## src/design/dbdf_pkg.sv

```systemverilog
// ----------------------------------------------------------------------------
// dbdf_pkg: shared types and constants for the box decode filter
// Register indexes, field widths and the per-axis configuration bundle.
// ----------------------------------------------------------------------------
package dbdf_pkg;

   localparam int NUM_ANCHORS = 8400;

   localparam int ANCHOR_W = 14;
   localparam int COORD_W  = 14;
   localparam int CONF_W   = 16;
   localparam int SCALE_W  = 16;
   localparam int FRAME_W  = 13;
   localparam int MINSZ_W  = 12;
   localparam int OUT_W    = 16;

   // Offset, edge and clipped size widths inside the axis pipe
   localparam int DPOS_W = 15;
   localparam int EDGE_W = 22;
   localparam int CLIP_W = 24;

   localparam int REQ_DATA_W = 88;
   localparam int RSP_DATA_W = 96;
   localparam int CSR_IDX_W  = 3;
   localparam int CSR_DATA_W = 16;

   typedef enum logic [CSR_IDX_W-1:0] {
      REG_CONF_THRESHOLD = 3'd0,
      REG_PAD_X          = 3'd1,
      REG_PAD_Y          = 3'd2,
      REG_INV_SCALE      = 3'd3,
      REG_FRAME_WIDTH    = 3'd4,
      REG_FRAME_HEIGHT   = 3'd5,
      REG_MIN_SIZE       = 3'd6
   } csr_reg_type;

   typedef struct packed {
      logic [COORD_W-1:0] pad;
      logic [FRAME_W-1:0] frame;
      logic [SCALE_W-1:0] inv_scale;
   } axis_cfg_type;

endpackage

```

## src/design/dbdf_axis.sv

```systemverilog
// ----------------------------------------------------------------------------
// dbdf_axis: one-axis letterbox decode pipe
// Three register stages: offset, scale multiply, edge and clipped size.
// ----------------------------------------------------------------------------
module dbdf_axis (
   input  logic                          clock,
   input  logic                          en,
   input  dbdf_pkg::axis_cfg_type        cfg,
   input  logic [dbdf_pkg::COORD_W-1:0]  center,
   input  logic [dbdf_pkg::COORD_W-1:0]  size,
   output logic [dbdf_pkg::EDGE_W-1:0]   edge_q4,
   output logic signed [dbdf_pkg::CLIP_W-1:0] clip_q4
);
   import dbdf_pkg::*;

   logic signed [16:0]        d_in;
   logic [DPOS_W-1:0]         dpos_in, dpos_ff;
   logic [COORD_W-1:0]        size_ff;
   logic [DPOS_W+SCALE_W-1:0] eprod_in, eprod_ff;
   logic [COORD_W+SCALE_W-1:0] sprod_in, sprod_ff;
   logic [EDGE_W-1:0]         edge_in, edge_ff;
   logic [EDGE_W-1:0]         scaled;
   logic signed [CLIP_W-1:0]  room, s_ext, clip_in, clip_ff;

   // Offset at 1/32 pixel: 2*c - size - 2*pad, clamp at zero
   always_comb begin
      d_in = $signed({2'b00, center, 1'b0}) - $signed({3'b000, size})
             - $signed({2'b00, cfg.pad, 1'b0});
      dpos_in = d_in[16] ? '0 : d_in[DPOS_W-1:0];
   end

   assign eprod_in = dpos_ff * cfg.inv_scale;
   assign sprod_in = size_ff * cfg.inv_scale;

   always_comb begin
      edge_in = eprod_ff[DPOS_W+SCALE_W-1:9];
      scaled  = sprod_ff[COORD_W+SCALE_W-1:8];
      room    = $signed({7'b0, cfg.frame, 4'b0000}) - $signed({2'b00, edge_in});
      s_ext   = $signed({2'b00, scaled});
      clip_in = (s_ext < room) ? s_ext : room;
   end

   always_ff @(posedge clock) begin
      if (en) begin
         dpos_ff  <= dpos_in;
         size_ff  <= size;
         eprod_ff <= eprod_in;
         sprod_ff <= sprod_in;
         edge_ff  <= edge_in;
         clip_ff  <= clip_in;
      end
   end

   assign edge_q4 = edge_ff;
   assign clip_q4 = clip_ff;

endmodule

```

## src/design/detection_box_decode_filter.sv

```systemverilog
// ----------------------------------------------------------------------------
// detection_box_decode_filter: letterbox box decode and filter
// Maps detector anchors back to frame coordinates and drops weak or tiny boxes.
// ----------------------------------------------------------------------------
// Usage:
//   req_* takes one anchor per transaction; rsp_* returns one decoded box per
//   kept anchor, in input order. Anchors with a low confidence, an index at or
//   above the anchor count, or a clipped width or height under min_size give
//   no response transaction.
//   csr_* writes one register per transaction (index, data); csr_ready is
//   always high. Write registers only while no anchor is in flight.
//   The 4-stage pipeline (offset, scale multiply, edge/clip, filter and
//   saturate) advances as a whole and takes one anchor per cycle unless a
//   finished response is held at the output.
//   When the receiver stalls a held response, the whole pipeline holds and
//   req_tready drops; nothing is lost or repeated.
//   Reset clears all stage valid bits and loads the register defaults
//   (threshold 0.5, no pad, unit scale, 640x640 frame, min size 20).
// ----------------------------------------------------------------------------
module detection_box_decode_filter (
   input  logic                              clock,
   input  logic                              reset,
   input  logic                              req_tvalid,
   output logic                              req_tready,
   // anchor[13:0] center_x[27:14] center_y[41:28] width[55:42] height[69:56]
   // conf[85:70], zero fill above
   input  logic [dbdf_pkg::REQ_DATA_W-1:0]   req_tdata,
   output logic                              rsp_tvalid,
   input  logic                              rsp_tready,
   // anchor[13:0] conf[29:14] x[45:30] y[61:46] width[77:62] height[93:78],
   // zero fill above
   output logic [dbdf_pkg::RSP_DATA_W-1:0]   rsp_tdata,
   input  logic                              csr_valid,
   output logic                              csr_ready,
   input  logic [dbdf_pkg::CSR_IDX_W-1:0]    csr_index,
   input  logic [dbdf_pkg::CSR_DATA_W-1:0]   csr_wdata
);
   import dbdf_pkg::*;

   logic [CONF_W-1:0]  conf_threshold_ff;
   logic [COORD_W-1:0] pad_x_ff, pad_y_ff;
   logic [SCALE_W-1:0] inv_scale_ff;
   logic [FRAME_W-1:0] frame_width_ff, frame_height_ff;
   logic [MINSZ_W-1:0] min_size_ff;

   logic               en;
   logic [ANCHOR_W-1:0] anchor_in;
   logic [COORD_W-1:0] cx_in, cy_in, w_in, h_in;
   logic [CONF_W-1:0]  conf_in;
   logic               s1_valid_in, s4_valid_in;
   logic               s1_valid_ff, s2_valid_ff, s3_valid_ff, s4_valid_ff;
   logic [ANCHOR_W-1:0] anchor1_ff, anchor2_ff, anchor3_ff, anchor4_ff;
   logic [CONF_W-1:0]  conf1_ff, conf2_ff, conf3_ff, conf4_ff;

   axis_cfg_type       cfg_x, cfg_y;
   logic [EDGE_W-1:0]  edge_x, edge_y;
   logic signed [CLIP_W-1:0] clip_x, clip_y, lim;

   logic [OUT_W-1:0]   x_in, y_in, bw_in, bh_in;
   logic [OUT_W-1:0]   x_ff, y_ff, bw_ff, bh_ff;

   // Configuration registers
   assign csr_ready = 1'b1;

   always_ff @(posedge clock) begin
      if (reset) begin
         conf_threshold_ff <= 16'd32768;
         pad_x_ff          <= '0;
         pad_y_ff          <= '0;
         inv_scale_ff      <= 16'd256;
         frame_width_ff    <= 13'd640;
         frame_height_ff   <= 13'd640;
         min_size_ff       <= 12'd20;
      end else if (csr_valid) begin
         case (csr_reg_type'(csr_index))
            REG_CONF_THRESHOLD: conf_threshold_ff <= csr_wdata;
            REG_PAD_X:          pad_x_ff          <= csr_wdata[COORD_W-1:0];
            REG_PAD_Y:          pad_y_ff          <= csr_wdata[COORD_W-1:0];
            REG_INV_SCALE:      inv_scale_ff      <= csr_wdata;
            REG_FRAME_WIDTH:    frame_width_ff    <= csr_wdata[FRAME_W-1:0];
            REG_FRAME_HEIGHT:   frame_height_ff   <= csr_wdata[FRAME_W-1:0];
            REG_MIN_SIZE:       min_size_ff       <= csr_wdata[MINSZ_W-1:0];
            default: ;
         endcase
      end
   end

   // Whole pipe advances unless a finished box is held at the output
   assign en         = !s4_valid_ff || rsp_tready;
   assign req_tready = en;

   assign anchor_in = req_tdata[13:0];
   assign cx_in     = req_tdata[27:14];
   assign cy_in     = req_tdata[41:28];
   assign w_in      = req_tdata[55:42];
   assign h_in      = req_tdata[69:56];
   assign conf_in   = req_tdata[85:70];

   // Drop out-of-range anchors and weak detections at entry
   assign s1_valid_in = req_tvalid
                        && ({1'b0, anchor_in} < 15'(NUM_ANCHORS))
                        && (conf_in >= conf_threshold_ff);

   assign cfg_x = '{pad: pad_x_ff, frame: frame_width_ff, inv_scale: inv_scale_ff};
   assign cfg_y = '{pad: pad_y_ff, frame: frame_height_ff, inv_scale: inv_scale_ff};

   dbdf_axis u_axis_x (
      .clock   (clock),
      .en      (en),
      .cfg     (cfg_x),
      .center  (cx_in),
      .size    (w_in),
      .edge_q4 (edge_x),
      .clip_q4 (clip_x)
   );

   dbdf_axis u_axis_y (
      .clock   (clock),
      .en      (en),
      .cfg     (cfg_y),
      .center  (cy_in),
      .size    (h_in),
      .edge_q4 (edge_y),
      .clip_q4 (clip_y)
   );

   // Minimum size filter and output saturation
   always_comb begin
      lim         = $signed({8'b0, min_size_ff, 4'b0000});
      s4_valid_in = s3_valid_ff && (clip_x >= lim) && (clip_y >= lim);
      x_in  = (|edge_x[EDGE_W-1:OUT_W]) ? '1 : edge_x[OUT_W-1:0];
      y_in  = (|edge_y[EDGE_W-1:OUT_W]) ? '1 : edge_y[OUT_W-1:0];
      bw_in = clip_x[CLIP_W-1] ? '0 :
              ((|clip_x[CLIP_W-2:OUT_W]) ? '1 : clip_x[OUT_W-1:0]);
      bh_in = clip_y[CLIP_W-1] ? '0 :
              ((|clip_y[CLIP_W-2:OUT_W]) ? '1 : clip_y[OUT_W-1:0]);
   end

   always_ff @(posedge clock) begin
      if (reset) begin
         s1_valid_ff <= 1'b0;
         s2_valid_ff <= 1'b0;
         s3_valid_ff <= 1'b0;
         s4_valid_ff <= 1'b0;
      end else if (en) begin
         s1_valid_ff <= s1_valid_in;
         s2_valid_ff <= s1_valid_ff;
         s3_valid_ff <= s2_valid_ff;
         s4_valid_ff <= s4_valid_in;
      end
   end

   always_ff @(posedge clock) begin
      if (en) begin
         anchor1_ff <= anchor_in;
         anchor2_ff <= anchor1_ff;
         anchor3_ff <= anchor2_ff;
         anchor4_ff <= anchor3_ff;
         conf1_ff   <= conf_in;
         conf2_ff   <= conf1_ff;
         conf3_ff   <= conf2_ff;
         conf4_ff   <= conf3_ff;
         x_ff       <= x_in;
         y_ff       <= y_in;
         bw_ff      <= bw_in;
         bh_ff      <= bh_in;
      end
   end

   assign rsp_tvalid = s4_valid_ff;
   assign rsp_tdata  = {2'b00, bh_ff, bw_ff, y_ff, x_ff, conf4_ff, anchor4_ff};

   // A kept anchor reaches the multiply stage on the next advance
   a_stage_advance: assert property (@(posedge clock) disable iff (reset)
      (en && s1_valid_ff) |=> s2_valid_ff)
      else $error("kept anchor lost between entry and multiply stage");

   // A stalled pipe holds the offset, multiply and edge/clip stage valid bits
   a_stall_hold: assert property (@(posedge clock) disable iff (reset)
      !en |=> ($stable(s1_valid_ff) && $stable(s2_valid_ff) && $stable(s3_valid_ff)))
      else $error("in-flight item changed during stall");

   // Only anchors that passed the entry filter enter the offset stage
   a_entry_filter: assert property (@(posedge clock) disable iff (reset)
      (en && !s1_valid_in) |=> !s1_valid_ff)
      else $error("dropped anchor entered the pipeline");

   // Reset empties the output
   a_reset_empty: assert property (@(posedge clock)
      reset |=> !rsp_tvalid)
      else $error("response valid after reset");

endmodule

```

## config.mk

```make
export PLATFORM = sky130hd
export DESIGN_NAME = detection_box_decode_filter
export DESIGN_NICKNAME = d
export VERILOG_FILES = /design/src/design/dbdf_pkg.sv /design/src/design/dbdf_axis.sv /design/src/design/detection_box_decode_filter.sv
export SDC_FILE = /design/constraint.sdc
export NUM_CORES = 2
export LEC_CHECK = 0
export BUFFER_PORTS_ARGS = -buffer_cell sky130_fd_sc_hd__buf_2
export CAP_MARGIN = 20
export CORE_MARGIN = 2
export CORE_UTILIZATION = 35
export CTS_BUF_LIST = sky130_fd_sc_hd__clkbuf_8
export CTS_CLUSTER_SIZE = 25
export DETAILED_ROUTE_END_ITERATION = 12
export HOLD_SLACK_MARGIN = 0.05
export PLACE_DENSITY_LB_ADDON = 0.12
export SKIP_CTS_REPAIR_TIMING = 1
export SYNTH_ARGS = -nofsm -noshare
export SYNTH_HDL_FRONTEND = slang
export SYNTH_SLANG_ARGS = --single-unit
export TNS_END_PERCENT = 50
```

## constraint.sdc

```tcl
create_clock -name clock -period 20.1 [get_ports clock]
set_clock_uncertainty 0.1 [all_clocks]
set_input_delay 1.005 -clock clock [delete_from_list [all_inputs] [get_ports clock]]
set_output_delay 1.005 -clock clock [all_outputs]
set_load 0.005 [all_outputs]
```

* After elaboration in Yosys (flattened, before gate mapping) *
Index checks and enable logic that the tools add are counted.

cells by class
  muxes and demuxes = 4
  $lt $le $gt $ge = 6
  reductions and logical operators = 18
  equality and inequality tests = 6
  add/sub/neg operators = 6
  $mul = 4

operators by type and width
  kind                    number
  $mul A15 B16 Y31        2
  $mul A14 B16 Y30        2
  $ge A23 B17 Y1          2
  $lt A23 B23 Y1          2
  $sub A17 B22 Y23        2
  $mux W22                2
  $sub A17 B16 Y17        2
  $mux W16                2
  $sub A15 B14 Y16        2
  $ge A16 B16 Y1          1
  $lt A14 B14 Y1 const B  1
  $reduce_and A2 Y1       7
  $reduce_or A7 Y1        2
  $reduce_or A6 Y1        2
  $eq A3 B3 Y1 const B    3
  $eq A3 B2 Y1 const B    2
  $logic_and A1 B1 Y1     4
  $eq A3 B1 Y1 const B    1
  $logic_not A3 Y1        1
  $logic_not A1 Y1        1
  $logic_or A1 B1 Y1      1

storage, ports and cells
  output and inout port bits = 99
  bits in registers = 556

* Depth between registers and ports, before layout *
  depth in word-level cells = 3
  gate-level depth with buffers = 25
  mapped depth without buffers = 23

* Cells and area by module *
Synthesis repeated with hierarchy kept, for this count alone.

second synthesis, totals
  cell total of the unflattened synthesis = 5297
  area total of the unflattened synthesis = 52783.1 µm²

by module, submodules not included
  module                       cells an instance  seq. area each (µm²)  times used  area each (µm²)
  dbdf_axis at u_axis_x        2209               3543.4                1           21047.7
  dbdf_axis at u_axis_y        2193               3543.4                1           21032.7
  detection_box_decode_filter  895                7567.3                1           10702.8

* Worst setup path after synthesis *
No wires, ideal clock.

  kind = input to register
  start = input rsp_tready
  end = register s1_valid_ff
  path buffers = 1
  arrival = 14197 ps
  cell stages on the path = 5
  required time = 19938 ps
  setup slack = 5741 ps
  cells stage by stage = nand2b_1 -> clkbuf_1 -> o2111ai_1 -> a21oi_1 -> a21o_1

on the way
  word-level cells in the longest chain between the ends = 1

ends and longest elaborated chain
  item                  RTL line                            text
  from (decl)           detection_box_decode_filter.sv:29   input logic rsp_tready,
  $logic_or A1 B1 Y1    detection_box_decode_filter.sv:89   assign en = !s4_valid_ff || rsp_tready;
  via req_tready        detection_box_decode_filter.sv:24   output logic req_tready,
  to (signal assigned)  detection_box_decode_filter.sv:146  s1_valid_ff <= s1_valid_in;
  to (decl)             detection_box_decode_filter.sv:51   logic s1_valid_ff, s2_valid_ff, s3_valid_ff, s4_valid_ff;

The timed path passes the listed nets, and every way through them passes these cells.
A chain may end at the register's enable or synchronous reset.

* Worst setup path after layout *
  start = register inv_scale_ff[9]
  end = register u_axis_y.sprod_ff[22], data pin

on the way
  word-level cells in the longest chain between the ends = 1

ends and longest elaborated chain
  item                       RTL line                           text
  from (decl)                detection_box_decode_filter.sv:42  logic [SCALE_W-1:0] inv_scale_ff;
  from (signal assigned)     detection_box_decode_filter.sv:79  REG_INV_SCALE: inv_scale_ff <= csr_wdata;
  $mul A14 B16 Y30           dbdf_axis.sv:33                    assign sprod_in = size_ff * cfg.inv_scale;
  via u_axis_y.sprod_in[22]  dbdf_axis.sv:20                    logic [COORD_W+SCALE_W-1:0] sprod_in, sprod_ff;
  to (signal assigned)       dbdf_axis.sv:48                    sprod_ff <= sprod_in;
  to (decl)                  dbdf_axis.sv:20

The timed path passes the listed nets, and every way through them passes these cells.

==> results.md <==
- GR met1 Demand/Resource: 28.0%
- Drt pass-1 iters: 5
- Power Dens Cells: 74.6 nW/µm²
- P_int: 0.00265 W
- Largest net degree at the start of global routing: 147
- Worst-skew pair later-pin latency: 0.78 ns
- Vias per cell: 4.77
- Multiplexer share of the synthesized area: 0.827%
- Area contributors post-synth: fa_1, edfxtp_1, ha_1
- Grt ovf: 0
- Mean post-synth cell area: 9.97 µm²
- Initial antenna violation count: 20
- Setup_tns: 0 ns
- Vias in the first global route: 36840
- Leakage dissipation: 28.1 nW
- Simple-Gate Fraction of Synth Area: 15.3%
- 1st-iter DRT viols: 1893
- Post-route DRC: 0
- Share of synthesized registers carrying an async set or reset: 0%
- CP Data Required Time: 20.47 ns
- Die Height: 392 µm
- CTS tree: built
- Global-route wire length before repair: 222000 µm
- Status: completed
- Worst setup EP type: flop
- Starting Density: 35.2%
- TritonCTS Buffers: 92
- CTS sink count: 522
- Met2 Usage GRT: 29.9%
- Rel. slew slack: 32.9%
- Final Non-Filler Cells: 7500
- GRT Total Usage: 19.0%
- Final Critical Period: 7.61 ns
- Most used cell, CP: fa_1
- NetSw: 0.00164 W
- Final setup fails: 0
- CP max FO: 31
- Post-synthesis sequential area ratio: 27.8%
- Commonest non-fill, non-tap cell in the layout: inv_1
- Compound-cell area share of the yosys netlist: 6.06%
- DIE AREA: 154000 µm²
- Total of fill cells in the finished design: 15048
- RSZ-0062 raised after global routing: false
- Area leader, netlist: fa_1
- Grt peak-use layer: met2
- Synth Instances: 5280
- Fmax: 0.131 GHz
- Worst setup SP type: flop
- Switching share of total power: 38.2%
- WS Path Type: reg -> reg
- Vias: 35746
- # H-tree levels: 3
- Synth Area in Adders: 38.9%
- Routed len/inst: 19.2 µm
- Crit path DAT: 7.98 ns
- Slowest cell on crit path: dfxtp_2
- Cell count after placement: 7327
- Post-synthesis cell area: 52600 µm²
- IO Pins: 211
- Chip width: 392 µm
- Routed Antenna Nets: 0
- Num rows: 142
- CP peak stage delay: 0.92 ns
- Worst-path cell chain: buf_4 > nand2_1 > fa_1 > fa_1 > inv_1 > fa_1 > fa_1 > fa_1 > inv_1 > fa_1 > inv_1 > ha_1 > a21oi_1 > o21ai_0 > a221oi_1 > nand2_1 > a21o_1 > a21o_1 > a21o_1 > xor2_1
- Final hold vios: 0
- Clock Tree Buf Depth: 3
- Yosys reg bits: 522
- Worst min path class: reg -> reg
- Clock transition at path regs: 0.06 ns
- Synthesis warning total: 0
- Port Buffers: 205
- Synth unique cells: 74
- Number of flops mapped to enable cells by yosys: 420
- Sequential power share: 41.0%
- Ys flop type: edfxtp_1
- Final nets: 6742
- Most frequent cells in the layout: inv_1, nand2_1, fa_1, ha_1, and2_1
- M3 GR Usage: 2.39%
- Synth-to-Final Area Change: 9.25%
- Main combinational cell family by area after synthesis: adder cells
- Worst slew pin tran: 1.01 ns
- Post-route clock period utilization: 37.8%
- Combinational fraction of design power: 36.3%
- Clk pwr share: 22.7%
- Slew Viols, Final: 0
- Post-synth top area share: 26.2%
- Post-synthesis xor/xnor area fraction: 2.73%
- Post-DP HPWL: 108000 µm
- MaxCap Viol Count: 0
- Final WL: 144000 µm
- Clk root buf: clkbuf_8
- Final hold slack: 0.308 ns
- Routability Congestion: 0.815
- Core footprint: 150000 µm²
- Layout cells sized above 1: 7.73%
- Max VDD drop: 0.0482 mV
power groups by stage:
stage | logic [W] | clock network [W] | registers [W]
after floorplan | 0.00115 | 0 | 0.00158
after global placement | 0.00156 | 0 | 0.00178
after detailed placement | 0.00157 | 0 | 0.00178
after CTS | 0.00158 | 0.00102 | 0.00176
after global routing | 0.00178 | 0.00106 | 0.00179
final | 0.00156 | 0.000974 | 0.00176
worst max-delay path: cells and delay by family (launching register included):
family,cells,cell delay (ns)
simple gates,2,0.35
compound gates,6,1.35
flops,1,0.92
fa+ha+maj,7,3.36
buf+inv,4,0.67
xor+xnor,1,0.50
path summary, 6_finish.rpt:
kind	endpoint	startpoint	cells past startpoint	slack, ns
setup / recovery	u_axis_y.sprod_ff[22]	inv_scale_ff[9]	20	12.49
hold / removal	conf2_ff[6]	conf1_ff[6]	0	0.31
setup reg to reg	u_axis_y.sprod_ff[22]	inv_scale_ff[9]	20	12.49
hold reg to reg	conf2_ff[6]	conf1_ff[6]	0	0.31
cells by family after synthesis:
| family | count (synthesis) |
|---|---|
| flip-flops | 522 |
| adder cells (fa/ha/maj) | 1222 |
| AO/OA/AOI/OAI | 509 |
| XOR/XNOR | 164 |
| buffers and inverters | 1161 |
| other | 2 |
| AND/OR/NAND/NOR | 1657 |
| multiplexers | 43 |
cell usage after synthesis, types with 4 or more instances:
library cell / number
nand2b_1: 27
o2111ai_1: 5
o41ai_1: 4
and4_1: 4
clkbuf_1: 189
nor2_1: 187
a21oi_1: 202
a211oi_1: 19
mux2i_1: 39
buf_2: 5
or2_2: 41
nor3_1: 51
a31oi_1: 12
a2111oi_0: 4
o31ai_1: 5
nor2b_1: 29
o21ai_0: 56
fa_1: 690
ha_1: 532
or3_1: 10
o211ai_1: 7
dfxtp_1: 102
nand3_1: 41
inv_1: 958
o21bai_1: 16
edfxtp_1: 420
a41oi_1: 6
o21a_1: 35
nand4_1: 20
xnor2_1: 95
o21ai_1: 23
nor4_1: 6
and2_1: 488
xor2_1: 69
nor3b_1: 9
nand2_1: 710
or4_1: 6
and3_1: 18
a21o_1: 79
layer usage:
metal	wire length [µm]	up-vias
met5	0	-
li1	-	16939
met2	63500	746
met3	6450	137
met1	71300	17924
met4	2500	0
registers in the layout (all words and copies together), names as in the netlist, 16 cells and up:
name / cells
y_ff: 16
conf2_ff: 16
x_ff: 16
u_axis_y.sprod_ff: 22
u_axis_y.edge_q4: 22
conf_threshold_ff: 16
conf1_ff: 16
conf3_ff: 16
u_axis_y.eprod_ff: 22
u_axis_y.clip_q4: 23
bw_ff: 16
bh_ff: 16
u_axis_x.sprod_ff: 22
u_axis_x.eprod_ff: 22
inv_scale_ff: 16
u_axis_x.clip_q4: 23
u_axis_x.edge_q4: 22
conf4_ff: 16
metrics by stage:
stage / power [W] / utilization (%) / area [µm²] / setup WS, ns
6_report: 0.00429 / 38.4 / 57500 / 12.49
5_1_grt: 0.00463 / 38.4 / 57500 / 12.15
4_1_cts: 0.00436 / 38.4 / 57500 / 12.47
3_5_place_dp: 0.00335 / 37.2 / 55700 / 12.51
3_3_place_gp: 0.00334 / 37.2 / 55700 / 12.59
2_1_floorplan: 0.00273 / - / 52600 / 5.74
cell type report:
type / instances / area, µm² / share of cell area [%]
diodes: 2 / 5.00 / 0.00870
clock buffers: 97 / 1340 / 2.32
clock inverters: 71 / 455 / 0.792
inverters: 959 / 3600 / 6.26
multi-input cells: 3598 / 33600 / 58.5
flip-flops and latches: 522 / 14700 / 25.5
well taps: 2016 / 2520 / 4.39
repair buffers: 235 / 1290 / 2.24
Power figures use the tool's default switching activity.
